$ cat src/rtl/core/q4_block_dequant_dot_product_assert.svh
// Assertion helpers shared by the dequant dot-product RTL.
`ifndef Q4_BLOCK_DEQUANT_DOT_PRODUCT_ASSERT_SVH
`define Q4_BLOCK_DEQUANT_DOT_PRODUCT_ASSERT_SVH

// Same-cycle implication, disabled while reset is asserted.
`define Q4_ASSERT_IMPLY(label, clk, rst_n, ante, cons, msg) \
    label: assert property (@(posedge clk) disable iff (!rst_n) (ante) |-> (cons)) \
        else $error(msg);

// Next-cycle implication, disabled while reset is asserted.
`define Q4_ASSERT_NEXT(label, clk, rst_n, ante, cons, msg) \
    label: assert property (@(posedge clk) disable iff (!rst_n) (ante) |=> (cons)) \
        else $error(msg);

`endif

$ cat src/rtl/core/q4bdd_pkg.sv
`default_nettype none

package q4bdd_pkg;

    localparam int ACT_BITS      = 16;
    localparam int SCALE_BITS    = 32;
    localparam int CODES_BITS    = 48;
    localparam int CODE_BITS     = 6;
    localparam int NUM_CODES     = 8;
    localparam int QBYTE_BITS    = 8;
    localparam int NIB_BITS      = 4;
    localparam int BYTE_POS_BITS = 7;
    localparam int SUB_SHIFT     = 4;   // 16 bytes per sub-block
    localparam int SUB_BITS      = BYTE_POS_BITS - SUB_SHIFT;
    localparam int ACC_BITS      = 64;

    // sub = round(x * code / 31), done as long division by a constant
    localparam int DIV_CONST     = 31;
    localparam int DIV_ROUND     = 15;
    localparam int DIV_REM_BITS  = 5;
    localparam int DIV_DIGIT     = 8;
    localparam int DIV_W         = 40;
    localparam int DIV_STEPS     = DIV_W / DIV_DIGIT;
    localparam int XPROD_BITS    = SCALE_BITS + CODE_BITS + 1;
    localparam int QUOT_BITS     = 34;
    localparam int WGT_BITS      = 39;
    localparam int SPLIT         = 20;

    localparam int QUEUE_DEPTH   = 2;

    localparam logic FUNC_HEADER = 1'b0;
    localparam logic FUNC_DATA   = 1'b1;

    localparam logic [ACC_BITS-1:0] ACC_MAX = {1'b0, {(ACC_BITS-1){1'b1}}};
    localparam logic [ACC_BITS-1:0] ACC_MIN = {1'b1, {(ACC_BITS-1){1'b0}}};

    typedef struct packed {
        logic                         func;
        logic signed [SCALE_BITS-1:0] block_scale;
        logic signed [SCALE_BITS-1:0] block_min;
        logic [CODES_BITS-1:0]        scale_codes;
        logic [QBYTE_BITS-1:0]        quant_byte;
        logic signed [ACT_BITS-1:0]   act_even;
        logic signed [ACT_BITS-1:0]   act_odd;
        logic                         last_of_row;
    } t_request;

    typedef struct packed {
        logic signed [ACC_BITS-1:0] row_sum;
        logic                       saturated;
    } t_result;

    // One data item with the header context it was classified under
    typedef struct packed {
        logic signed [SCALE_BITS-1:0] scale;
        logic signed [SCALE_BITS-1:0] min;
        logic [CODE_BITS-1:0]         code;
        logic [QBYTE_BITS-1:0]        qbyte;
        logic signed [ACT_BITS-1:0]   act_even;
        logic signed [ACT_BITS-1:0]   act_odd;
        logic                         last;
    } t_work;

    typedef struct packed {
        logic full;
        logic empty;
    } t_queue_status;

    typedef enum logic [2:0] {
        BK_IDLE,
        BK_DIV,
        BK_WGT,
        BK_MUL,
        BK_SUM,
        BK_ACC_EVEN,
        BK_ACC_ODD
    } t_back_state;

endpackage

`default_nettype wire

$ cat src/rtl/core/q4bdd_front.sv
`default_nettype none
`include "q4_block_dequant_dot_product_assert.svh"

module q4bdd_front (
    input  wire                           i_clk,
    input  wire                           i_rst_n,
    input  wire                           i_req_valid,
    output logic                          o_req_ready,
    input  wire q4bdd_pkg::t_request      i_req,
    input  wire q4bdd_pkg::t_queue_status i_q_status,
    output logic                          o_push,
    output q4bdd_pkg::t_work              o_work
);

    logic signed [q4bdd_pkg::SCALE_BITS-1:0] r_scale;
    logic signed [q4bdd_pkg::SCALE_BITS-1:0] r_min;
    logic [q4bdd_pkg::CODES_BITS-1:0]        r_codes;
    logic [q4bdd_pkg::BYTE_POS_BITS-1:0]     r_byte_pos;
    logic [q4bdd_pkg::SUB_BITS-1:0]          sub;
    logic                                    accept;

    assign o_req_ready = !i_q_status.full;
    assign accept      = i_req_valid && o_req_ready;
    assign o_push      = accept && (i_req.func == q4bdd_pkg::FUNC_DATA);

    always_ff @(posedge i_clk) begin
        if (!i_rst_n) begin
            r_scale    <= '0;
            r_min      <= '0;
            r_codes    <= '0;
            r_byte_pos <= '0;
        end else if (accept) begin
            if (i_req.func == q4bdd_pkg::FUNC_HEADER) begin
                r_scale    <= i_req.block_scale;
                r_min      <= i_req.block_min;
                r_codes    <= i_req.scale_codes;
                r_byte_pos <= '0;
            end else begin
                // wraps after 128 bytes
                r_byte_pos <= r_byte_pos + 1'b1;
            end
        end
    end

    always_comb begin
        sub             = r_byte_pos[q4bdd_pkg::BYTE_POS_BITS-1:q4bdd_pkg::SUB_SHIFT];
        o_work.scale    = r_scale;
        o_work.min      = r_min;
        o_work.code     = r_codes[sub*q4bdd_pkg::CODE_BITS +: q4bdd_pkg::CODE_BITS];
        o_work.qbyte    = i_req.quant_byte;
        o_work.act_even = i_req.act_even;
        o_work.act_odd  = i_req.act_odd;
        o_work.last     = i_req.last_of_row;
    end

    `Q4_ASSERT_NEXT(a_hdr_clears_pos, i_clk, i_rst_n, accept && (i_req.func == q4bdd_pkg::FUNC_HEADER), r_byte_pos == '0, "header did not restart byte position")

endmodule

`default_nettype wire

$ cat config.mk
export PLATFORM = sky130hd
export DESIGN_NAME = q4bdd_front
export DESIGN_NICKNAME = d
export VERILOG_FILES = /design/src/rtl/core/q4bdd_pkg.sv /design/src/rtl/core/q4bdd_front.sv
export VERILOG_INCLUDE_DIRS = /design/src /design/src/rtl/core
export SDC_FILE = /design/constraint.sdc
export NUM_CORES = 1
export LEC_CHECK = 0
export ABC_AREA = 1
export BUFFER_PORTS_ARGS = -buffer_cell sky130_fd_sc_hd__buf_2
export CAP_MARGIN = 20
export CORE_ASPECT_RATIO = 0.75
export CORE_UTILIZATION = 48
export CTS_CLUSTER_DIAMETER = 150
export DETAILED_ROUTE_END_ITERATION = 8
export GPL_TIMING_DRIVEN = 1
export PLACE_DENSITY = 0.85
export SYNTH_ARGS = -nofsm -noshare
export SYNTH_HDL_FRONTEND = slang
export SYNTH_SLANG_ARGS = --single-unit
$ cat constraint.sdc
create_clock -name i_clk -period 1.8 [get_ports i_clk]
set_input_delay 0.09 -clock i_clk [delete_from_list [all_inputs] [get_ports i_clk]]
set_output_delay 0.09 -clock i_clk [all_outputs]
set_load 0.01 [all_outputs]
* Word-level counts from Yosys, hierarchy flattened *
Index checks and enable logic that the tools add are counted.

word-level totals
  register bits after elaboration = 119
  bits of input ports = 159
  output and inout port bits = 113
  logic and storage cells = 13

operators by class
  add/sub/neg operators = 1
  multipliers = 1
  shift-type cells = 1
  muxes and demuxes = 1
  bitwise logic cells = 1
  reduce and logical (&&, ||, !) cells = 4

operators with widths
  cell                 number
  $shiftx 48x7->6      1
  $add 7x1->7 const B  1
  $mux 7               1
  $mul 3x2->5 const B  1
  $logic_and 1x1->1    2
  $reduce_and 2->1     1
  $logic_not 1->1      1
  $not 1->1            1

* Depth between registers and ports, before layout *
Gate-level depths: netlist of run 1.

  word-level depth = 3
  mapped depth = 9

* Least setup slack after synthesis of run 1 *
OpenSTA, ideal clock, no wires.

  path kind = register -> output
  start = register r_byte_pos[4] (netlist name)
  end = output port o_work[42] (netlist name)
  arrival = 1.029 ns
  slack = 0.681 ns
  cell stages (with the launch flop) = 9
  buffers on the path = 2
  cell sequence = dfxtp_1 buf_4 inv_2 buf_2 a21oi_1 o21ai_0 nand2_1 nand2_1 nand2_1

RTL lines
  item                    line               text
  from (decl)             q4bdd_front.sv:18  logic [q4bdd_pkg::BYTE_POS_BITS-1:0] r_byte_pos;
  from (signal assigned)  q4bdd_front.sv:40  r_byte_pos <= r_byte_pos + 1'b1;
  to (decl)               q4bdd_front.sv:12  output q4bdd_pkg::t_work o_work

==> metrics, run 1 <==
RSZ-0062 raised after global routing=false; Crit path top cell by count=nand2_1; Hold Path Class=input pin to register; Design Area, Final=just over 7000 um2; Post-CTS Setup Bufs=0; slowest CP cell=dfxtp_1; top cells by count, synth=a21oi_1 (139), dfxtp_1 (119), inv_1 (119), o21ai_0 (96), buf_4 (47); delay-heaviest family, CP=buffers and inverters; post-synthesis cell count=between 600 and 700; initial antenna violation count=0; LEAKAGE=3.26 nW; Worst Setup Path Type=register to output pin; GRT Overall Usage=a little over a quarter; Vias/cell=between 4 and 5; Area Growth Syn to Fin=43.9%; reg2reg path depth=6; Fillers=734; relative slew slack=61.9%; Post-DP HPWL=approximately 8500 um; drt initial violations=297; sequence of cells on the critical path=buf_4 > inv_6 > a21oi_1 > o21ai_0 > nand2_1 > nand2_1 > nand2_1 > buf_2; yosys warns=0; Post-Synthesis Cell Area=between 5000 and 6000 um2; R2R Setup Slk=about 730 ps; worst hold slack=-1.92 ps; Post-DP Area=5700 um2; mean area per synthesized cell=7.58 um2; Final ANT Viol Nets=0; Finish-stage setup viols=0; setup TNS=0 ps; Post-Route WL=14,700 um; maxcap violations=0; gp weighted congestion=about 0.84; Root Driver=clkbuf_16; CP required=1710 ps; maximum fanout along the worst path=25; fmax=between 600 and 700 MHz; FF-to-FF End=r_byte_pos[6]; Tcrit/Tclk final=about nine tenths; Max Clock Skew=between 3 and 4 ps; Yosys top cell by area=dfxtp_1; layout cells sized above 1=between 20% and 30%; origin of the critical flop-to-flop path=r_byte_pos[0]; min cycle time layout=~1600 ps; peak supply drop=about 830 uV; Max Slew Vio Count=0; Num CTS Buffers=17; Cell Rows=31; Core Region=approximately 9900 um2; Post-synth EDFFs=0; CTS Sinks=between 100 and 150; DR WL/cell=14.3 um; final hold vios=1; Buf/Inv on CP=3; largest net degree at the start of global routing=120; Cell variety after synth=20; CP Capture Point=o_work[41]; endpoint class of the critical path=output pin; total gr overflow=0; count leader, synth=a21oi_1; Layout Nets=1,044; largest cells by area after synthesis=dfxtp_1 (47%), a21oi_1 (14%), o21ai_0 (9.6%), inv_1 (8.9%), buf_4 (7.0%); Cell Pwr Density=roughly 1000 nW/um2; DRC violations left=0; diodes inserted=0; FF+latch count, synth=119; Crit path arrival time=around 1600 ps; CTS max path bufs=2; Worst-path clk slew=~50 ps; first-pass GRT wire length=around 23,000 um; CP Launch Type=register; Least-Margin Pin Slew=~570 ps; Critical path origin=r_byte_pos[4]; full die area=roughly 11,000 um2; H-tree Lvls=4; Post-Syn Nets=approximately 800; status=finished with violations; Ports=roughly 270; prevailing post-synth register cell=dfxtp_1; vias in the first global route=4,785; I/O Buffers=approximately 190; post-synthesis sequential area ratio=a little under half; share of the synthesized area in the top cell type=47.4%; Max stage delay on crit path=320 ps; DR pass1 iterations=5; Die Height=between 90 and 100 um; clk_lat worst skew=roughly 400 ps; Post-synth ARST share=0%; die width=120 um; Initial Util=between 50% and 60%; CTS tree=yes; via count=between 5,000 and 6,000; failing checks=negative hold slack; critical path depth=8
[registers in the layout (all words and copies together) (netlist names)]
signal	count
r_codes	48
r_min	32
r_scale	32
r_byte_pos	7
[how the worst min path moves through the flow]
stage	from	endpoint	slack (ps)	cells after the start
after floorplan	i_q_status[1]	o_req_ready	220	1
after global placement	i_req[23]	o_work[23]	180	0
after detailed placement	i_req[23]	o_work[23]	180	0
after CTS	i_req[105]	r_min[16]	1	3
after global routing	i_req[105]	r_min[16]	20	3
final	i_req[151]	r_scale[30]	-2	3
[worst reg2reg max path: cells and delay by family, from the launching register on]
kind | cells | cell delay [ps]
adders and majority gates | 1 | 150
and+or+nand+nor | 5 | 450
DFF | 1 | 350
[layout by cell type, fill, tap and decap left out, types with 5 or more instances in the layout]
cell type and count:
buf_2 188, nor2_1 6, nand2_1 45, o21ai_1 42
clkbuf_16 17, clkinv_2 5, dlygate4sd3_1 92, a21oi_1 139
dfxtp_1 119, inv_1 119, o21ai_0 96
[routing by layer]
layer	GRT usage [%]	share of wire (%)
met1	31.8	42
met2	44.3	49
met3	8.33	7.2
met4	11.5	2.0
met5	0	0
[metrics by stage]
| step | util, % | instances | power, mW | hold slack, ps | setup WS, ps |
|---|---|---|---|---|---|
| after global routing | 72.8 | 1028 | 7.33 | 21.0 | 2.52 |
| after floorplan | - | 663 | 3.28 | 221 | 681 |
| after detailed placement | 57.4 | 905 | 3.46 | 180 | 438 |
| after CTS | 72.8 | 1028 | 7.07 | 1.40 | 12.9 |
| final | 72.8 | 1028 | 7.05 | -1.92 | 150 |
| after global placement | 57.4 | 905 | 3.45 | 180 | 473 |
[power by group]
group | switching [mW] | leakage [nW] | internal (mW)
Combinational | 0.378 | 1.99 | 0.389
Sequential | 0.0611 | 0.973 | 2.77
Clock | 1.12 | 0.296 | 2.33
Total | 1.56 | 3.26 | 5.49
[layout make-up]
cell class              count  area [um2]  area share, %
clock inverters            10         153           2.11
inverters                 122         463           6.40
well taps                 132         165           2.28
flip-flops and latches    119        2380           32.9
clock buffers              21         450           6.23
repair buffers            287        1960           27.2
multi-input cells         337        1650           22.9
[what timing repair did]
action	CTS	global route
endpoints found under the hold margin	92	0
hold buffers	92	0
setup endpoints to repair	0	6
gates resized for setup	0	3
[kinds of logic (layout without fill, tap and decap cells)]
kind of cell	after synthesis	in the layout	share of synthesized area, %
compound gates	278	278	27.7
flops	119	119	47.4
simple gates	57	57	4.76
buf+inv	207	440	19.7
fa+ha+maj	1	1	0.249
xor+xnor	1	1	0.174
Power figures use the tool's default switching activity.
==> run 2: changes to the inputs <==
- CORE_MARGIN: not set -> 4
- TNS_END_PERCENT: not set -> 100
==> run 2 against run 1 <==
The flow now finishes without violations. Final cell count rose by 1.1%. Global-route usage fell by 1.3 points. Fmax fell by 1.5%. Via count rose by 3.6%. Sequential share of layout area fell by 0.17 points. Combinational power rose by 1%.
==> metrics, run 2 (same netlist as run 1, synthesis figures left out) <==
status=completed; DR pass1 iterations=7 (+2); max FFs per register=48 (unchanged); Core Region=10,200 um2 (+3.2%); Finish-stage setup viols=0 (unchanged); Ports=272 (unchanged); Post-DP Area=5700 um2 (about the same); GRT Overall Usage=25.5% (-1.3 points); Least-Margin Pin Slew=457 ps (-114 ps); CP required=1710 ps (about the same); Num CTS Buffers=17 (unchanged); clk_lat worst skew=400 ps (about the same); Regs by FF count=r_codes (48), r_min (32), r_scale (32); most frequent cells in the layout=buf_2 (188), a21oi_1 (139), inv_1 (118), dfxtp_1 (117); FF-to-FF End=r_byte_pos[5]; CTS Sinks=119 (unchanged); DR WL/cell=15.1 um (+5.2%); Psw=1.58 mW (+1.1%); CTS tree=yes; final setup margin=125 ps (-25.6 ps); via count=5,216 (+3.6%); P_int=5.37 mW (-2.2%); Hold Path Class=input pin to register; Crit path arrival time=1590 ps (+30 ps); RSZ-0062 raised after global routing=false; Final ANT Viol Nets=0 (unchanged); CTS max path bufs=2 (unchanged); Combinational Power Share=11.2% (+0.3 points); R2R Setup Slk=690 ps (-40 ps); initial antenna violation count=0 (unchanged); total gr overflow=0 (unchanged); Critical path origin=r_byte_pos[4]; die width=126 um (+5.0%); full die area=12,200 um2 (+12%); final hold vios=0 (-1); Root Driver=clkbuf_16; H-tree Lvls=4 (unchanged); Worst-path clk slew=50 ps (about the same); origin of the critical flop-to-flop path=r_byte_pos[0]; clock network power share=48.0% (-1.0 points); maxcap violations=0 (unchanged); peak supply drop=765 uV (-8.2%); Cell Rows=32 (+3.2%); Tcrit/Tclk final=93.1% (+1.4 points); first-pass GRT wire length=25,200 um (+10%); relative slew slack=69.5% (+7.6 points); Worst Setup Path Type=register to output pin; CP Launch Type=register; Post-DP HPWL=9040 um (+6.7%); fmax=597 MHz (-1.5%); gp weighted congestion=0.838 (-0.75%); I/O Buffers=188 (unchanged); Max Slew Vio Count=0 (unchanged); layout cells sized above 1=26.1% (+0.58 points); Net Sw Frac=22.7% (+0.57 points); Max Clock Skew=6.57 ps (+2.80 ps); setup TNS=0 ps (unchanged); maximum fanout along the worst path=26 (+4.0%); Layout Nets=1,051 (+0.67%); fin cells=1,039 (+1.1%); reg2reg path depth=7 (+1); diodes inserted=0 (unchanged); Reg with most FFs=r_codes; vias in the first global route=5,248 (+9.7%); endpoint class of the critical path=output pin; drt initial violations=270 (-9.1%); largest net degree at the start of global routing=92 (-23%); power consumption=6.95 mW (-1.5%); Vias/cell=5.02 (+2.5%); Cell Pwr Density=955 nW/um2 (-2.1%); Area Growth Syn to Fin=44.8%; DP Cell Count=911 (+0.66%); Post-Route WL=15,700 um (+6.3%); Design Area, Final=7280 um2 (+0.62%); dpl ws=541 ps (+103 ps); Initial Util=49.0% (-1.6 points); CP Capture Point=o_work[43]; min cycle time layout=1680 ps (+25.6 ps); Die Height=96.6 um (+6.6%); leading cell type in the layout, fill and taps excluded=buf_2; DRC violations left=0 (unchanged); Flop pwr share=40.8% (+0.6 points); LEAKAGE=3.27 nW (+0.11%)
-- run 2: changes by cell type in the layout (fill, tap and decap cells not counted), sizes merged --
cell         change
clkbuf           +3
inv              -1
clkinvlp         +4
buf              +2
clkinv           -3
dlygate4sd3      +4
bufinv           -2
-- run 2: what timing repair did --
action                                  CTS  global route
buffers inserted                          0             0
resized for setup                         0             8
hold buffers                             96             0
endpoints found under the setup margin    0             3
endpoints found under the hold margin    96             0
-- run 2: how the worst min path moves through the flow --
stage / from / endpoint / slack [ps] / depth (start not counted)
6_report: i_req[131] / r_scale[10] / 9 / 3
5_1_grt: i_req[45] / r_codes[4] / 2 / 3
4_1_cts: i_req[45] / r_codes[4] / 1 / 3
3_5_place_dp: i_req[10] / o_work[10] / 180 / 0
3_3_place_gp: i_req[10] / o_work[10] / 180 / 0
2_1_floorplan: i_q_status[1] / o_req_ready / 220 / 1
-- run 2: worst max-delay path: stages (launching register included) --
cell and delay [ps]:
dfxtp_2 340, buf_8 160, o21ai_0 310, nand2_1 110, nand2_1 70, nand2_1 60
buf_2 140
-- run 2: power by group through the flow --
stage	Clock, mW	Combinational, mW	Sequential (mW)
CTS	3.39	0.747	2.83
detailed placement	0	0.582	2.88
finish	3.34	0.775	2.84
global route	3.53	0.857	2.85
global placement	0	0.570	2.88
floorplan	0	0.372	2.91
-- run 2: per-layer routing --
layer / up-vias / share of wire [%] / global-route usage (%)
met4: 0 / 2.0 / 9.40
met1: 2379 / 39 / 29.8
met2: 253 / 48 / 42.3
met5: - / 0 / 0
met3: 33 / 10 / 9.88
li1: 2551 / - / -
-- run 2: area by class of cell --
class	count	area, um2
fillers	779	2970
flip-flops and latches	119	2380
repair buffers	293	2000
multi-input cells	337	1650
clock buffers	24	502
inverters	122	464
well taps	136	170
clock inverters	7	92.6
repair inverters	1	7.51
-- run 2: stage by stage --
stage	utilization, %	hold slack [ps]
floorplan	-	221
global placement	55.6	180
detailed placement	55.6	180
CTS	70.8	1.05
global route	71.0	1.79
finish	71.0	8.64
==> run 3: changes to the inputs <==
- BUFFER_PORTS_ARGS: -buffer_cell sky130_fd_sc_hd__buf_2 -> not set
- DONT_BUFFER_PORTS: not set -> 1
- PLACE_DENSITY: 0.85 -> not set
==> run 3 against run 2 <==
Die area unchanged. Design area down 9.2%. Non-clock buffer count fell by 168. Final cell count fell by 16%. Largest cell class unchanged.
==> metrics, run 3 (same netlist as run 1, synthesis figures left out) <==
Post-DP HPWL=8590 um (-5.0%); Ports=272 (unchanged); CTS tree=yes; Worst Setup Path Type=register to output pin; Finish-stage setup viols=0 (unchanged); Cell Rows=32 (unchanged); hold depth=2 (-1); die width=126 um (unchanged); Vias/cell=4.97 (-1.0%); layout cells sized above 1=6.80% (-19 points); maximum fanout along the worst path=25 (-3.8%); RSZ-0062 raised after global routing=false; Regs by FF count=r_codes (48), r_min (32), r_scale (32); endpoint class of the critical path=output pin; relative slew slack=71.9% (+2.3 points); drt initial violations=228 (-16%); final hold vios=0 (unchanged); leading cell type in the layout, fill and taps excluded=a21oi_1; clk_lat worst skew=400 ps (about the same); Psw=1.54 mW (-2.6%); reg2reg path depth=3 (-4); Least-Margin Pin Slew=422 ps (-35.2 ps); final setup margin=165 ps (+40.3 ps); FF-to-FF End=r_byte_pos[1]; max FFs per register=48 (unchanged); peak supply drop=843 uV (+10%); origin of the critical flop-to-flop path=r_byte_pos[1]; P_int=5.57 mW (+3.7%); GRT Overall Usage=22.9% (-2.6 points); status=completed; Area Growth Syn to Fin=31.5%; Sequential Area=2390 um2 (+0.10%); Initial Util=49.0% (unchanged); vias in the first global route=4,330 (-17%); initial antenna violation count=0 (unchanged); Max Slew Vio Count=0 (unchanged); R2R Setup Slk=570 ps (-120 ps); CP required=1710 ps (about the same); dpl ws=442 ps (-99.2 ps); Die Height=96.6 um (unchanged); Crit path arrival time=1550 ps (-40 ps); via count=4,328 (-17%); Final ANT Viol Nets=0 (unchanged); fmax=612 MHz (+2.5%); Combinational Power Share=7.8% (-3.4 points); Core Region=10,200 um2 (unchanged); CP Launch Type=register; CP Capture Point=o_work[43]; H-tree Lvls=4 (unchanged); CTS max path bufs=2 (unchanged); Fillers=865 (+11%); diodes inserted=0 (unchanged); Layout Nets=882 (-16%); Root Driver=clkbuf_16; most frequent cells in the layout=a21oi_1 (139), inv_1 (118), dfxtp_1 (117), dlygate4sd3_1 (116), o21ai_0 (96); I/O Buffers=0 (-100%); Multi-input gate area=1650 um2 (unchanged); Post-Route WL=14,000 um (-11%); largest net degree at the start of global routing=112 (+22%); Cell Pwr Density=1080 nW/um2 (+13%); full die area=12,200 um2 (unchanged); Tcrit/Tclk final=90.8% (-2.2 points); Worst-path clk slew=50 ps (about the same); DR WL/cell=16.1 um (+6.6%); total gr overflow=0 (unchanged); maxcap violations=0 (unchanged); Reg with most FFs=r_codes; min cycle time layout=1640 ps (-40.3 ps); Flop pwr share=40.6% (-0.2 points); setup TNS=0 ps (unchanged); DRC violations left=0 (unchanged); Max Clock Skew=8.46 ps (+1.89 ps); LEAKAGE=2.55 nW (-22%); Net Sw Frac=21.6% (-1.1 points); first-pass GRT wire length=22,300 um (-12%); Hold Path Class=input pin to register; CTS Sinks=119 (unchanged); Num CTS Buffers=17 (unchanged); gp weighted congestion=0.800 (-4.4%); Critical path origin=r_byte_pos[4]; clock network power share=51.7% (+3.7 points); DR pass1 iterations=4 (-3)
run 3: changes by cell type in the layout (fill, tap and decap cells not counted), moves of 2 or more:
cell,before,now
buf_2,188,0
bufinv_16,2,5
clkbuf_1,2,0
clkbuf_8,5,2
clkinv_2,2,4
dlygate4sd3_1,96,116
run 3: per-stage QoR:
step,cells,instance area (um2),hold slack [ps],util [%],power (mW)
floorplan,663,5020,221,-,3.28
CTS,870,6590,18.3,64.3,7.16
finish,871,6610,0.690,64.5,7.11
detailed placement,720,4730,180,46.2,3.24
global route,871,6610,19.6,64.5,7.41
global placement,720,4730,180,46.2,3.23
run 3: worst max-delay path, stage by stage, from the launching register on:
cell and delay (ps):
dfxtp_1 340, buf_6 170, inv_4 110, a21oi_1 170, o21ai_0 110, nand2_1 60, nand2_1 50, nand2_1 120
run 3: cell type report:
type                            instances  area share (%)
Sequential cell                       119            36.1
Multi-Input combinational cell        337            25.0
Timing Repair Buffer                  125            19.3
Inverter                              122            7.03
Clock buffer                           19            6.85
Clock inverter                         13            3.05
Tap cell                              136            2.58
run 3: per-layer routing:
layer	GRT usage, %	wire length [um]	vias up
met5	0	0	-
met2	38.3	6870	149
met3	8.39	1120	46
met4	11.5	607	0
li1	-	-	2218
met1	25.6	5400	1915
run 3: worst min-delay path by stage:
stage,start,end
final,i_req[137],r_scale[16]
after floorplan,i_q_status[1],o_req_ready
after global placement,i_req[10],o_work[10]
after detailed placement,i_req[10],o_work[10]
after CTS,i_req[137],r_scale[16]
after global routing,i_req[137],r_scale[16]
run 3: power groups by stage:
stage          registers [mW]  clock network (mW)  logic (mW)
6_report                 2.88                3.67       0.551
5_1_grt                  2.89                3.90       0.622
4_1_cts                  2.88                3.74       0.538
3_5_place_dp             2.94                   0       0.302
3_3_place_gp             2.94                   0       0.291
2_1_floorplan            2.91                   0       0.372
run 3: timing repair:
| action | 4_1_cts | 5_1_grt |
|---|---|---|
| hold endpoints to repair | 118 | 1 |
| hold buffers | 116 | 2 |
| resized for setup | 2 | 5 |
| pin swaps | 0 | 0 |
| buffers inserted | 2 | 0 |
| endpoints found under the setup margin | 3 | 7 |
