--- config.mk ---
export PLATFORM = sky130hd
export DESIGN_NAME = q4bdd_queue
export DESIGN_NICKNAME = d
export VERILOG_FILES = /design/src/rtl/core/q4bdd_pkg.sv /design/src/rtl/core/q4bdd_queue.sv
export VERILOG_INCLUDE_DIRS = /design/src /design/src/rtl/core
export SDC_FILE = /design/constraint.sdc
export NUM_CORES = 1
export LEC_CHECK = 0
export BUFFER_PORTS_ARGS = -buffer_cell sky130_fd_sc_hd__buf_2
export CORE_MARGIN = 8
export CORE_UTILIZATION = 58
export CTS_BUF_LIST = sky130_fd_sc_hd__clkbuf_2 sky130_fd_sc_hd__clkbuf_4 sky130_fd_sc_hd__clkbuf_8
export CTS_CLUSTER_DIAMETER = 60
export DETAILED_ROUTE_END_ITERATION = 10
export PLACE_DENSITY = 0.87
export SETUP_SLACK_MARGIN = 0.05
export SLEW_MARGIN = 10
export SYNTH_ARGS = -nofsm -noshare
export SYNTH_HDL_FRONTEND = slang
export SYNTH_SLANG_ARGS = --single-unit
--- constraint.sdc ---
create_clock -name i_clk -period 14.49 [get_ports i_clk]
set_input_delay 1.449 -clock i_clk [delete_from_list [all_inputs] [get_ports i_clk]]
set_output_delay 1.449 -clock i_clk [all_outputs]
set_load 0.01 [all_outputs]
--- src/rtl/core/q4_block_dequant_dot_product_assert.svh ---
// Assertion helpers shared by the dequant dot-product RTL.
`ifndef Q4_BLOCK_DEQUANT_DOT_PRODUCT_ASSERT_SVH
`define Q4_BLOCK_DEQUANT_DOT_PRODUCT_ASSERT_SVH

// Same-cycle implication, disabled while reset is asserted.
`define Q4_ASSERT_IMPLY(label, clk, rst_n, ante, cons, msg) \
    label: assert property (@(posedge clk) disable iff (!rst_n) (ante) |-> (cons)) \
        else $error(msg);

// Next-cycle implication, disabled while reset is asserted.
`define Q4_ASSERT_NEXT(label, clk, rst_n, ante, cons, msg) \
    label: assert property (@(posedge clk) disable iff (!rst_n) (ante) |=> (cons)) \
        else $error(msg);

`endif

--- src/rtl/core/q4bdd_pkg.sv ---
`default_nettype none

package q4bdd_pkg;

    localparam int ACT_BITS      = 16;
    localparam int SCALE_BITS    = 32;
    localparam int CODES_BITS    = 48;
    localparam int CODE_BITS     = 6;
    localparam int NUM_CODES     = 8;
    localparam int QBYTE_BITS    = 8;
    localparam int NIB_BITS      = 4;
    localparam int BYTE_POS_BITS = 7;
    localparam int SUB_SHIFT     = 4;   // 16 bytes per sub-block
    localparam int SUB_BITS      = BYTE_POS_BITS - SUB_SHIFT;
    localparam int ACC_BITS      = 64;

    // sub = round(x * code / 31), done as long division by a constant
    localparam int DIV_CONST     = 31;
    localparam int DIV_ROUND     = 15;
    localparam int DIV_REM_BITS  = 5;
    localparam int DIV_DIGIT     = 8;
    localparam int DIV_W         = 40;
    localparam int DIV_STEPS     = DIV_W / DIV_DIGIT;
    localparam int XPROD_BITS    = SCALE_BITS + CODE_BITS + 1;
    localparam int QUOT_BITS     = 34;
    localparam int WGT_BITS      = 39;
    localparam int SPLIT         = 20;

    localparam int QUEUE_DEPTH   = 2;

    localparam logic FUNC_HEADER = 1'b0;
    localparam logic FUNC_DATA   = 1'b1;

    localparam logic [ACC_BITS-1:0] ACC_MAX = {1'b0, {(ACC_BITS-1){1'b1}}};
    localparam logic [ACC_BITS-1:0] ACC_MIN = {1'b1, {(ACC_BITS-1){1'b0}}};

    typedef struct packed {
        logic                         func;
        logic signed [SCALE_BITS-1:0] block_scale;
        logic signed [SCALE_BITS-1:0] block_min;
        logic [CODES_BITS-1:0]        scale_codes;
        logic [QBYTE_BITS-1:0]        quant_byte;
        logic signed [ACT_BITS-1:0]   act_even;
        logic signed [ACT_BITS-1:0]   act_odd;
        logic                         last_of_row;
    } t_request;

    typedef struct packed {
        logic signed [ACC_BITS-1:0] row_sum;
        logic                       saturated;
    } t_result;

    // One data item with the header context it was classified under
    typedef struct packed {
        logic signed [SCALE_BITS-1:0] scale;
        logic signed [SCALE_BITS-1:0] min;
        logic [CODE_BITS-1:0]         code;
        logic [QBYTE_BITS-1:0]        qbyte;
        logic signed [ACT_BITS-1:0]   act_even;
        logic signed [ACT_BITS-1:0]   act_odd;
        logic                         last;
    } t_work;

    typedef struct packed {
        logic full;
        logic empty;
    } t_queue_status;

    typedef enum logic [2:0] {
        BK_IDLE,
        BK_DIV,
        BK_WGT,
        BK_MUL,
        BK_SUM,
        BK_ACC_EVEN,
        BK_ACC_ODD
    } t_back_state;

endpackage

`default_nettype wire

--- src/rtl/core/q4bdd_queue.sv ---
`default_nettype none
`include "q4_block_dequant_dot_product_assert.svh"

module q4bdd_queue #(
    parameter int DEPTH = q4bdd_pkg::QUEUE_DEPTH
) (
    input  wire                      i_clk,
    input  wire                      i_rst_n,
    input  wire                      i_push,
    input  wire q4bdd_pkg::t_work    i_work,
    input  wire                      i_pop,
    output q4bdd_pkg::t_work         o_head,
    output q4bdd_pkg::t_queue_status o_status
);

    localparam int PTR_W = (DEPTH > 1) ? $clog2(DEPTH) : 1;
    localparam int CNT_W = $clog2(DEPTH + 1);

    q4bdd_pkg::t_work  r_mem [DEPTH];
    logic [PTR_W-1:0]  r_wr_ptr;
    logic [PTR_W-1:0]  r_rd_ptr;
    logic [CNT_W-1:0]  r_count;

    always_ff @(posedge i_clk) begin
        if (i_push) begin
            r_mem[r_wr_ptr] <= i_work;
        end
    end

    always_ff @(posedge i_clk) begin
        if (!i_rst_n) begin
            r_wr_ptr <= '0;
            r_rd_ptr <= '0;
            r_count  <= '0;
        end else begin
            if (i_push) begin
                r_wr_ptr <= (r_wr_ptr == PTR_W'(DEPTH - 1)) ? '0 : r_wr_ptr + 1'b1;
            end
            if (i_pop) begin
                r_rd_ptr <= (r_rd_ptr == PTR_W'(DEPTH - 1)) ? '0 : r_rd_ptr + 1'b1;
            end
            case ({i_push, i_pop})
                2'b10:   r_count <= r_count + 1'b1;
                2'b01:   r_count <= r_count - 1'b1;
                default: r_count <= r_count;
            endcase
        end
    end

    assign o_head         = r_mem[r_rd_ptr];
    assign o_status.full  = (r_count == CNT_W'(DEPTH));
    assign o_status.empty = (r_count == '0);

    `Q4_ASSERT_IMPLY(a_no_overflow, i_clk, i_rst_n, i_push, !o_status.full, "push into full queue")
    `Q4_ASSERT_IMPLY(a_no_underflow, i_clk, i_rst_n, i_pop, !o_status.empty, "pop from empty queue")
    `Q4_ASSERT_NEXT(a_count_track, i_clk, i_rst_n, 1'b1, r_count == $past(r_count) + CNT_W'($past(i_push)) - CNT_W'($past(i_pop)), "queue count out of step")

endmodule

`default_nettype wire

After elaboration in Yosys (flattened, before gate mapping) --
Memory sizes are Yosys's and may differ from the RTL's. A register that Yosys moved wholly into a read port is not among the register bits. Index checks and enable logic that the tools add are counted.
Word-level totals: memories kept 1, bits of input ports 115, bits in registers 4, word-level logic and storage cells 20, output and inout bits 113, bits in writable memories 222
Cells by class: reductions and logical operators 2, equality and inequality tests 3, $add $sub $neg 4, mux-type cells 7
Memory list:
- r_mem | depth 2, width 111, read ports 1, clocked after memory_dff 1, write ports 1, line q4bdd_queue.sv:19 | q4bdd_pkg::t_work r_mem [DEPTH];
Operator list (count):
- 2-to-1 mux 1 bit | 6
- == test 2 bit, second input constant | 2
- case mux 2 bit (2 select lines) | 1
- adder 1 bit, second input constant | 2
- adder 2 x 1 -> 2 bit, second input constant | 1
- == test 2 x 1 -> 1 bit, second input constant | 1
- logical NOT 2 bit | 1
- nonzero test 2 bit | 1
- subtractor 2 x 1 -> 2 bit, second input constant | 1

Depth between registers and ports, before layout --
Gate-level depths: netlist of the first run.
word-level depth 4, mapped depth 5, gate-level depth less buffers 5

Worst setup path before layout of the first run --
Ideal clock, no wire load.
path kind input to register, start point input port i_push, end point memory r_mem[0][0] (netlist name) (enable), buffers on the path 0, required time 13.903 ns, arrival time 6.188 ns, library setup time 0.587 ns, cell stages on the path 2, slack 7.716 ns, path through inv_1 -> nor2_1
On the way: longest elaborated chain between the ends 2
Ends and longest elaborated chain:
- start: declaration | line q4bdd_queue.sv:9 | input wire i_push,
- 2-to-1 mux 1 bit | line q4bdd_queue.sv:25 | if (i_push) begin
- 2-to-1 mux 1 bit (not written as such) | line q4bdd_queue.sv:26 | r_mem[r_wr_ptr] <= i_work;
- end: declaration | line q4bdd_queue.sv:19
Every way passes these cells.

==> results.yml, run 1 <==
run_status:
  status: "finished clean"
die:
  rows: 43
  start_util_pct: 59.2
  core-area_mm2: 0.0139
  ioPinCount: 228
  die_x_um: 135
  die-area_mm2: 0.0182
  die_h_um: 135
clock_tree:
  cts_buffer_depth: 3
  cts.clk_slew.worst_paths_ps: 50
  cts_tree: "yes"
  ctsResizeCount: 0
  cts_hold_buf: 0
  post-cts-setup-buffers: 0
  clock_sinks: 227
  cts_root_buf: "clkbuf_8"
  htreeDepth: 2
  cts_buffers: 36
  insertion_delay_ps: 500
logic_synthesis:
  syn_avg_cell_area_um2: 22.4
  synth_edf_count: 222
  ys_seq_area_share_pct: 82.4
  yosys-top-cells-count: "222 x edfxtp_1, 111 x mux2_2, 9 x buf_4"
  synth.distinct_cells: 17
  synth_warnings: 0
  yosys_most_used_dff: "edfxtp_1"
  netlist_area_mm2: 0.00822
  ys_top_cells_by_area: "edfxtp_1 81%, mux2_2 15%, dfxtp_1 1.2%, buf_4 0.82%, and2_1 0.30%"
  synth_nets: 483
  ys_ff_latch: 227
  async_flop_share_pct: 0
  postSynthCellCount: 367
  yosysTopAreaCellShare_pct: 81.1
  yosysMostFrequentCell: "edfxtp_1"
  synth_top_area_cell: "edfxtp_1"
routing:
  wl_um: 17000
  drt_iter0_drc: 268
  vias_per_cell: 5.22
  wl_per_cell_um: 20.4
  drtPass1Iterations: 4
  vias: 4356
  ant_nets: 0
  drc: 0
global_routing:
  grtUsageMet2_pct: 32.4
  track_usage_pct: 18.2
  met1_usage_pct: 18.8
  grt_start_max_net_pins: 68
  antenna_found_initial: 5
  grt_pass1_wl_um: 25400
  grtUsageMet3_pct: 6.20
  grt_remaining_overflow: 0
  grt_pass1_vias: 4845
  top_usage_layer: "met2"
setup_path:
  r2r_setup_slack_ps: 12300
  r2r-end: "r_mem[1][65]$_DFFE_PP_"
  end_kind: "primary output"
  worstPathMaxFanout: 67
  crit_slowest_cell: "buf_4"
  critPathArrivalTime_ps: 2640
  path_delay_family: "buffers and inverters"
  r2r-start: "r_wr_ptr$_SDFFE_PN0P_"
  worstRegToRegCells: 2
  worstSetupPathType: "reg2out"
  cp_slowest_stage_delay_ps: 750
  critPathLaunchType: "flip-flop"
  worstPathCellList: "buf_4 -> mux2_2 -> buf_2"
  cp_num_buf_inv: 2
  cp.required_ps: 13040
placed_design:
  port_buffers: 227
  gp_congestion: 0.759
  hpwl_um: 11700
sta:
  maxSlewViolCount: 0
  rsz0062_at_grt: "no"
  maxSlewHeadroom_pct: 40.5
  period_minus_slack_ps: 4090
  finalSetupViolations: 0
  clock_skew_ps: 9.16
  setup-tns-final_ps: 0
  hold_viol_final: 0
  tightestPinTransition_ps: 893
  timing.final.crit_share_pct: 28.2
  clock.fmax_mhz: 245
  timing.hold.ws_ps: 512
finish:
  area_growth_pct: 24.4
  n_fill_cell: 823
  num-nets-final: 740
  seqCellArea_mm2: 0.00677
  multi_input_area_mm2: 0.00137
  drive_gt1_share_pct: 61.8
worst_hold_path:
  hold_end: "r_count[1]$_SDFFE_PN0P_"
  min_from: "r_count[1]$_SDFFE_PN0P_"
  hold_depth: 2
  min_path_type: "reg2reg"
pwr:
  vdd_ir_drop_max_mv: 0.109
  p_leak_nw: 3.86
  power_density_mw_per_mm2: 138
job:
  maxCapViolations: 0
[routing by layer]
layer | part of all wire [%] | routed length, um
met1 | 34 | 5820
met2 | 54 | 9180
met3 | 8.6 | 1470
met4 | 3.0 | 504
met5 | 0.16 | 27
[cell usage in the layout, fill, tap and decap left out, types with 2 or more instances in the layout]
| cell | instances |
|---|---|
| and2_1 | 3 |
| buf_2 | 227 |
| buf_4 | 4 |
| clkbuf_4 | 14 |
| clkbuf_8 | 37 |
| clkinv_1 | 8 |
| clkinv_2 | 3 |
| clkinvlp_4 | 2 |
| dfxtp_1 | 4 |
| diode_2 | 4 |
| edfxtp_1 | 222 |
| mux2_2 | 111 |
| xnor2_1 | 2 |
[cell type report]
| cell class | instances | area share (%) |
|---|---|---|
| multi-input cells | 127 | 13.4 |
| inverters | 1 | 0.0367 |
| clock buffers | 51 | 6.01 |
| clock inverters | 13 | 0.588 |
| diodes | 4 | 0.0979 |
| flip-flops and latches | 227 | 66.2 |
| repair buffers | 231 | 11.4 |
| well taps | 180 | 2.20 |
[tightest hold or removal path, delay by kind of cell (launching register included)]
| family | cells | cell delay (ps) |
|---|---|---|
| compound gates | 2 | 140 |
| flops | 1 | 320 |
[logic make-up after synthesis]
| logic type | after synthesis | synth area share, % |
|---|---|---|
| AND/OR/NAND/NOR | 9 | 0.655 |
| AO/OA/AOI/OAI | 3 | 0.244 |
| buffers and inverters | 13 | 1.05 |
| adder cells (fa/ha/maj) | 1 | 0.152 |
| XOR/XNOR | 3 | 0.320 |
| flip-flops | 227 | 82.4 |
| multiplexers | 111 | 15.2 |
[report_power, final]
part	internal [W]	switching (W)	total, W
Combinational	0.0000677	0.0000737	0.000141
Clock	0.000273	0.000227	0.000500
Sequential	0.000760	0.0000132	0.000773
Total	0.00110	0.000314	0.00141
[flip-flops by register name, indices dropped and copies added, names as in the netlist, named ones only]
register  cells
r_wr_ptr      1
r_rd_ptr      1
r_mem       222
r_count       2
[stage by stage]
step / setup slack (ps) / power, W / instances / cell area (um^2) / utilization (%)
2_1_floorplan: 7720 / 0.000866 / 367 / 8220 / -
3_3_place_gp: 10920 / 0.000922 / 766 / 9540 / 68.7
3_5_place_dp: 10900 / 0.000930 / 766 / 9540 / 68.7
4_1_cts: 10350 / 0.00143 / 830 / 10200 / 73.6
5_1_grt: 10270 / 0.00147 / 833 / 10200 / 73.6
6_report: 10400 / 0.00141 / 834 / 10200 / 73.6
[worst max path at each step]
stage                            end  slack (ps)  depth (start not counted)
2_1_floorplan  r_mem[0][0]$_DFFE_PP_        7720                          2
3_3_place_gp              o_head[49]       10920                          3
3_5_place_dp              o_head[60]       10900                          3
4_1_cts                   o_head[60]       10350                          3
5_1_grt                   o_head[20]       10270                          3
6_report                  o_head[28]       10400                          3
Power figures use the tool's default switching activity.
==> run 2, diff against run 1 <==
--- a/config.mk
+++ b/config.mk
@@ -6,13 +6,14 @@
 export SDC_FILE = /design/constraint.sdc
 export NUM_CORES = 1
 export LEC_CHECK = 0
+export ABC_AREA = 1
 export BUFFER_PORTS_ARGS = -buffer_cell sky130_fd_sc_hd__buf_2
 export CORE_MARGIN = 8
-export CORE_UTILIZATION = 58
+export CORE_UTILIZATION = 54
 export CTS_BUF_LIST = sky130_fd_sc_hd__clkbuf_2 sky130_fd_sc_hd__clkbuf_4 sky130_fd_sc_hd__clkbuf_8
 export CTS_CLUSTER_DIAMETER = 60
 export DETAILED_ROUTE_END_ITERATION = 10
-export PLACE_DENSITY = 0.87
+export PLACE_DENSITY = 0.82
 export SETUP_SLACK_MARGIN = 0.05
 export SLEW_MARGIN = 10
 export SYNTH_ARGS = -nofsm -noshare
==> constraint.sdc (replaced) <==
create_clock -name i_clk -period 3.9 [get_ports i_clk]
set_input_delay 0.39 -clock i_clk [delete_from_list [all_inputs] [get_ports i_clk]]
set_output_delay 0.39 -clock i_clk [all_outputs]
set_load 0.01 [all_outputs]
==> run 2 against run 1 <==
Combinational power grew to 3.4 times the previous value. Global-route usage shrank 1.9 points. Count of clock-buffer cells in the layout shrank 5. Utilization down 5.9 points. Final area hardly changed. Critical path depth unchanged. Final cell count is 1.7% higher. First-iteration DRC count fell by 19%. Synthesized area rose by 0.61%. Routed wire length is 3.4% lower. Setup slack got worse by 9100 ps. Critical endpoint is now o_head[4]. Highest routed layer unchanged.
==> results.yml, run 2 <==
setup_path:
  worstPathMaxFanout: 61
  cp_slowest_stage_delay_ps: 790
  r2r-start: "r_wr_ptr$_SDFFE_PN0P_"
  cp.required_ps: 3510
  critPathLaunchType: "flip-flop"
  crit_slowest_cell: "dfxtp_4"
  end_kind: "primary output"
  worstPathCellList: "buf_12 -> mux2_2 -> buf_2"
  worstSetupPathType: "reg2out"
  worstRegToRegCells: 3
  critPathArrivalTime_ps: 2250
finish:
  top_register: "r_mem"
  final_common_cell: "buf_2"
  num-nets-final: 752
  top_regs: "r_mem x222, r_count x2"
  area_growth_pct: 23.7
  largest_reg_flops: 222
  fin_area_mm2: 0.0102
  layout_common_cells: "227 x buf_2, 222 x edfxtp_1, 111 x mux2_2"
  drive_gt1_share_pct: 60.3
placed_design:
  hpwl_um: 11400
  place_area_mm2: 0.00958
  gp_congestion: 0.734
  port_buffers: 227
job:
  maxCapViolations: 0
sta:
  finalSetupViolations: 0
  timing.hold.ws_ps: 85.1
  rsz0062_at_grt: "no"
  maxSlewViolCount: 0
  setup-tns-final_ps: 0
  timing.final.crit_share_pct: 67.6
  period_minus_slack_ps: 2640
  clock.fmax_mhz: 379
  tightestPinTransition_ps: 860
  hold_viol_final: 0
  clock_skew_ps: 7.71
  maxSlewHeadroom_pct: 42.7
logic_synthesis:
  postSynthCellCount: 380
  synth_edf_count: 222
  synth.distinct_cells: 12
  syn_avg_cell_area_um2: 21.8
  ys_top_cells_by_area: "edfxtp_1 81%, mux2_2 15%, buf_6 1.4%, dfxtp_1 1.2%, nor2_1 0.54%"
  async_flop_share_pct: 0
  netlist_area_mm2: 0.00827
  yosysTopAreaCellShare_pct: 80.7
  yosys-top-cells-count: "222 x edfxtp_1, 111 x mux2_2, 12 x nor2_1"
  yosysMostFrequentCell: "edfxtp_1"
  ys_ff_latch: 227
  ys_seq_area_share_pct: 81.9
  synth_warnings: 0
  synth_nets: 496
  synth_top_area_cell: "edfxtp_1"
  yosys_most_used_dff: "edfxtp_1"
pwr:
  p_comb_share_pct: 9.2
  power_frac_clock_pct: 34.7
  swShare_pct: 21.8
  vdd_ir_drop_max_mv: 0.372
  power.total_w: 0.00513
  pwr-share-seq_pct: 56.0
  p_int_w: 0.00401
  p_leak_nw: 3.88
  p_switching_w: 0.00112
  power_density_mw_per_mm2: 501
die:
  die_x_um: 140
  ioPinCount: 228
  core-area_mm2: 0.0151
  rows: 45
  start_util_pct: 54.8
  die_h_um: 140
  die-area_mm2: 0.0195
global_routing:
  antenna_found_initial: 5
  track_usage_pct: 16.4
  grtUsageMet3_pct: 7.90
  met1_usage_pct: 17.6
  grt_pass1_wl_um: 25100
  grt_start_max_net_pins: 66
  grtUsageMet2_pct: 28.1
  grt_pass1_vias: 4707
  grt_remaining_overflow: 0
  top_usage_layer: "met2"
run_status:
  status: "finished clean"
clock_tree:
  cts_buffers: 35
  post-cts-setup-buffers: 0
  cts_tree: "yes"
  ctsResizeCount: 0
  insertion_delay_ps: 490
  cts_buffer_depth: 3
  cts.clk_slew.worst_paths_ps: 60
  clock_sinks: 227
  cts_hold_buf: 0
  htreeDepth: 2
  cts_root_buf: "clkbuf_8"
routing:
  vias_per_cell: 5.04
  drc: 0
  drt_iter0_drc: 218
  vias: 4271
  drtPass1Iterations: 4
  ant_nets: 0
  wl_um: 16400
  wl_per_cell_um: 19.4
worst_hold_path:
  min_from: "i_work[79]"
  min_path_type: "in2reg"
  hold_depth: 1
-- run 2: changes by cell type after synthesis, sizes merged, moves of 2 or more --
cell	previous run	this run
nor2	2	12
xnor2	2	0
nand2	0	8
and2	4	0
inv	1	6
-- run 2: final timing paths --
kind,endpoint,slack (ps)
worst max-delay path,o_head[4],1260
worst min register to register,flip-flop,510
worst max register to register,r_mem[1][18]$_DFFE_PP_,2070
worst min-delay path,r_mem[1][79]$_DFFE_PP_,90
-- run 2: kinds of logic after synthesis --
family	count (synthesis)	synth area share (%)
multiplexers	111	15.1
AO/OA/AOI/OAI	2	0.121
adder cells (fa/ha/maj)	1	0.151
AND/OR/NAND/NOR	21	0.984
flip-flops	227	81.9
buffers and inverters	18	1.76
-- run 2: per-layer routing --
metal,share of wire [%],routed length (um)
met4,1.5,247
met2,51,8370
met1,38,6260
met5,0.24,40
met3,9.2,1510
-- run 2: power by group through the flow --
stage / clock network (W) / registers [W] / logic (W)
floorplan: 0 / 0.00291 / 0.000277
global placement: 0 / 0.00291 / 0.000466
detailed placement: 0 / 0.00292 / 0.000480
CTS: 0.00183 / 0.00287 / 0.000483
global route: 0.00193 / 0.00288 / 0.000511
finish: 0.00178 / 0.00287 / 0.000473
-- run 2: cell type report --
cell class | instances | area [um^2]
Antenna cell | 2 | 5.00
Clock buffer | 46 | 577
Clock inverter | 13 | 58.8
Fill cell | 1025 | 4870
Inverter | 6 | 25.0
Multi-Input combinational cell | 135 | 1360
Sequential cell | 227 | 6770
Tap cell | 188 | 235
Timing Repair Buffer | 231 | 1190
-- run 2: per-stage QoR --
step | std cells | setup WS (ps) | utilization (%)
3_3_place_gp | 787 | 1760 | 63.5
2_1_floorplan | 380 | 154 | -
3_5_place_dp | 787 | 1760 | 63.5
4_1_cts | 846 | 1210 | 67.7
5_1_grt | 848 | 1130 | 67.8
6_report | 848 | 1260 | 67.8
-- run 2: worst max-delay path, delay by kind of cell, from the launching register on --
family | cells | cell delay [ps]
buf+inv | 2 | 510
mux | 1 | 380
flops | 1 | 790
==> run 3, diff against run 2 <==
--- a/config.mk
+++ b/config.mk
@@ -6,14 +6,14 @@
 export SDC_FILE = /design/constraint.sdc
 export NUM_CORES = 1
 export LEC_CHECK = 0
-export ABC_AREA = 1
+export ABC_AREA = 0
 export BUFFER_PORTS_ARGS = -buffer_cell sky130_fd_sc_hd__buf_2
 export CORE_MARGIN = 8
-export CORE_UTILIZATION = 54
+export CORE_UTILIZATION = 49
 export CTS_BUF_LIST = sky130_fd_sc_hd__clkbuf_2 sky130_fd_sc_hd__clkbuf_4 sky130_fd_sc_hd__clkbuf_8
 export CTS_CLUSTER_DIAMETER = 60
 export DETAILED_ROUTE_END_ITERATION = 10
-export PLACE_DENSITY = 0.82
+export PLACE_DENSITY = 0.79
 export SETUP_SLACK_MARGIN = 0.05
 export SLEW_MARGIN = 10
 export SYNTH_ARGS = -nofsm -noshare
==> constraint.sdc (replaced) <==
create_clock -name i_clk -period 2.3 [get_ports i_clk]
set_input_delay 0.23 -clock i_clk [delete_from_list [all_inputs] [get_ports i_clk]]
set_output_delay 0.23 -clock i_clk [all_outputs]
set_load 0.01 [all_outputs]
==> run 3 against run 2 <==
Sequential share of layout area fell by 7.3 points. Clock power rose by 88%. Sequential power rose by 69%. Count of clock-buffer cells in the layout rose by 5. Via count rose by 14%. Global-route usage rose by 0.74 points. Register-to-register slack got worse by 1300 ps. Combinational power rose by 130%. Flip-flop and latch count did not move. Setup slack got worse by 960 ps. Critical path type unchanged.
==> results.yml, run 3 (synthesized netlist as in run 1, its figures left out) <==
sta:
  rsz0062_at_grt: "no"
  maxSlewHeadroom_pct: 54.5
  clock.fmax_mhz: 500
  setup_ws_ps: 301
  hold_viol_final: 0
  maxSlewViolCount: 0
  tightestPinTransition_ps: 683
  timing.final.crit_share_pct: 86.9
  finalSetupViolations: 0
  period_minus_slack_ps: 2000
  clock_skew_ps: 8.98
run_status:
  status: "finished clean"
routing:
  wl_um: 18800
  vias_per_cell: 4.95
  wl_per_cell_um: 19.0
  dr_wl_met2_um: 9810
  drt-met1-wl_um: 7080
  drc: 0
  drtPass1Iterations: 6
  ant_nets: 0
  vias: 4878
  routed.top_layer: "met4"
  drt_iter0_drc: 236
  wl_met3_um: 1450
finish:
  top_regs: "r_mem x222, r_count x2"
  drive_gt1_share_pct: 52.7
  layout_common_cells: "227 x buf_2, 222 x edfxtp_1, 112 x dlygate4sd3_1"
  top_register: "r_mem"
  n_fill_cell: 1002
  num-nets-final: 853
  final_common_cell: "buf_2"
  fin_area_mm2: 0.0115
  area_growth_pct: 39.8
  largest_reg_flops: 222
setup_path:
  cp_slowest_stage_delay_ps: 410
  end_kind: "primary output"
  worstPathMaxFanout: 62
  critPathLaunchType: "flip-flop"
  critPathArrivalTime_ps: 1770
  worstPathCellList: "buf_12 -> mux2_2 -> buf_2"
  worstSetupPathType: "reg2out"
  crit_slowest_cell: "mux2_2"
  cp.required_ps: 2070
  worstRegToRegCells: 2
clock_tree:
  cts.clk_slew.worst_paths_ps: 50
  cts_tree: "yes"
  insertion_delay_ps: 510
  cts_buffers: 36
  cts_buffer_depth: 3
  clock_sinks: 227
  ctsResizeCount: 0
  htreeDepth: 2
  cts_root_buf: "clkbuf_8"
placed_design:
  place_area_mm2: 0.00965
  port_buffers: 227
  gp_congestion: 0.760
  place_ws_ps: 800
  hpwl_um: 10900
global_routing:
  grt_pass1_wl_um: 29000
  grt_start_max_net_pins: 113
  track_usage_pct: 17.1
  grt_remaining_overflow: 0
  antenna_found_initial: 2
  grt_pass1_vias: 5482
die:
  start_util_pct: 49.9
  core-area_mm2: 0.0165
  rows: 47
  die_h_um: 145
  ioPinCount: 228
  die_x_um: 145
  die-area_mm2: 0.0212
worst_hold_path:
  min_path_type: "in2reg"
  hold_depth: 3
pwr:
  power_density_mw_per_mm2: 809
  p_leak_nw: 4.37
  power.total_w: 0.00929
  vdd_ir_drop_max_mv: 0.641
job:
  maxCapViolations: 0
==> run 3: changes by cell type in the layout (fill, tap and decap cells not counted), moves of 3 or more <==
cell,previous run,this run
dlygate4sd3_1,0,112
nor2_1,11,1
nand2_1,8,0
clkinv_2,5,1
inv_1,5,1
and2_1,0,3
clkbuf_4,9,12
clkinv_1,7,10
==> run 3: layer usage <==
| metal | GRT usage (%) | vias up |
|---|---|---|
| met5 | 0 | - |
| met2 | 31.0 | 221 |
| met3 | 5.88 | 41 |
| met4 | 6.25 | 0 |
| met1 | 18.1 | 2396 |
| li1 | - | 2220 |
==> run 3: timing repair <==
action                    in CTS  in global routing
hold buffers                 112                  0
hold endpoints to repair     227                  0
setup buffers                  0                  0
==> run 3: path summary, 6_finish.rpt <==
check | startpoint | to | slack (ps)
hold reg to reg | r_count[1]$_SDFFE_PN0P_ | r_count[1]$_SDFFE_PN0P_ | 510
hold / removal | i_push | r_wr_ptr$_SDFFE_PN0P_ | 90
setup reg to reg | r_wr_ptr$_SDFFE_PN0P_ | r_mem[1][91]$_DFFE_PP_ | 770
setup / recovery | flip-flop | o_head[42] | 300
==> run 3: final cells by class <==
| cell class | instances | area, um^2 | share of cell area (%) |
|---|---|---|---|
| Timing Repair Buffer | 344 | 2340 | 20.4 |
| Antenna cell | 2 | 5.00 | 0.0436 |
| Inverter | 1 | 3.75 | 0.0327 |
| Multi-Input combinational cell | 127 | 1370 | 11.9 |
| Clock inverter | 14 | 87.6 | 0.762 |
| Tap cell | 220 | 275 | 2.40 |
| Sequential cell | 227 | 6770 | 58.9 |
| Clock buffer | 51 | 627 | 5.46 |
==> run 3: critical path: cells and delay by family, from the launching register on <==
| family | cells | cell delay, ps |
|---|---|---|
| muxes | 1 | 410 |
| buffers and inverters | 2 | 440 |
| DFF | 1 | 370 |
==> run 3: power by group <==
group | switching (W) | internal [W] | total (W) | leakage (nW)
sequential | 0.0000553 | 0.00478 | 0.00484 | 2.13
combinational | 0.000541 | 0.000568 | 0.00111 | 1.87
clock | 0.00148 | 0.00187 | 0.00334 | 0.370
==> run 3: per-stage QoR <==
stage               instances  TNS (ps)  utilization (%)  hold WS [ps]
global placement          807         0             58.6           417
finish                    986         0             69.8          89.7
CTS                       984         0             69.7          44.5
floorplan                 367     -8150                -           329
global route              986         0             69.8          67.0
detailed placement        807         0             58.6           421
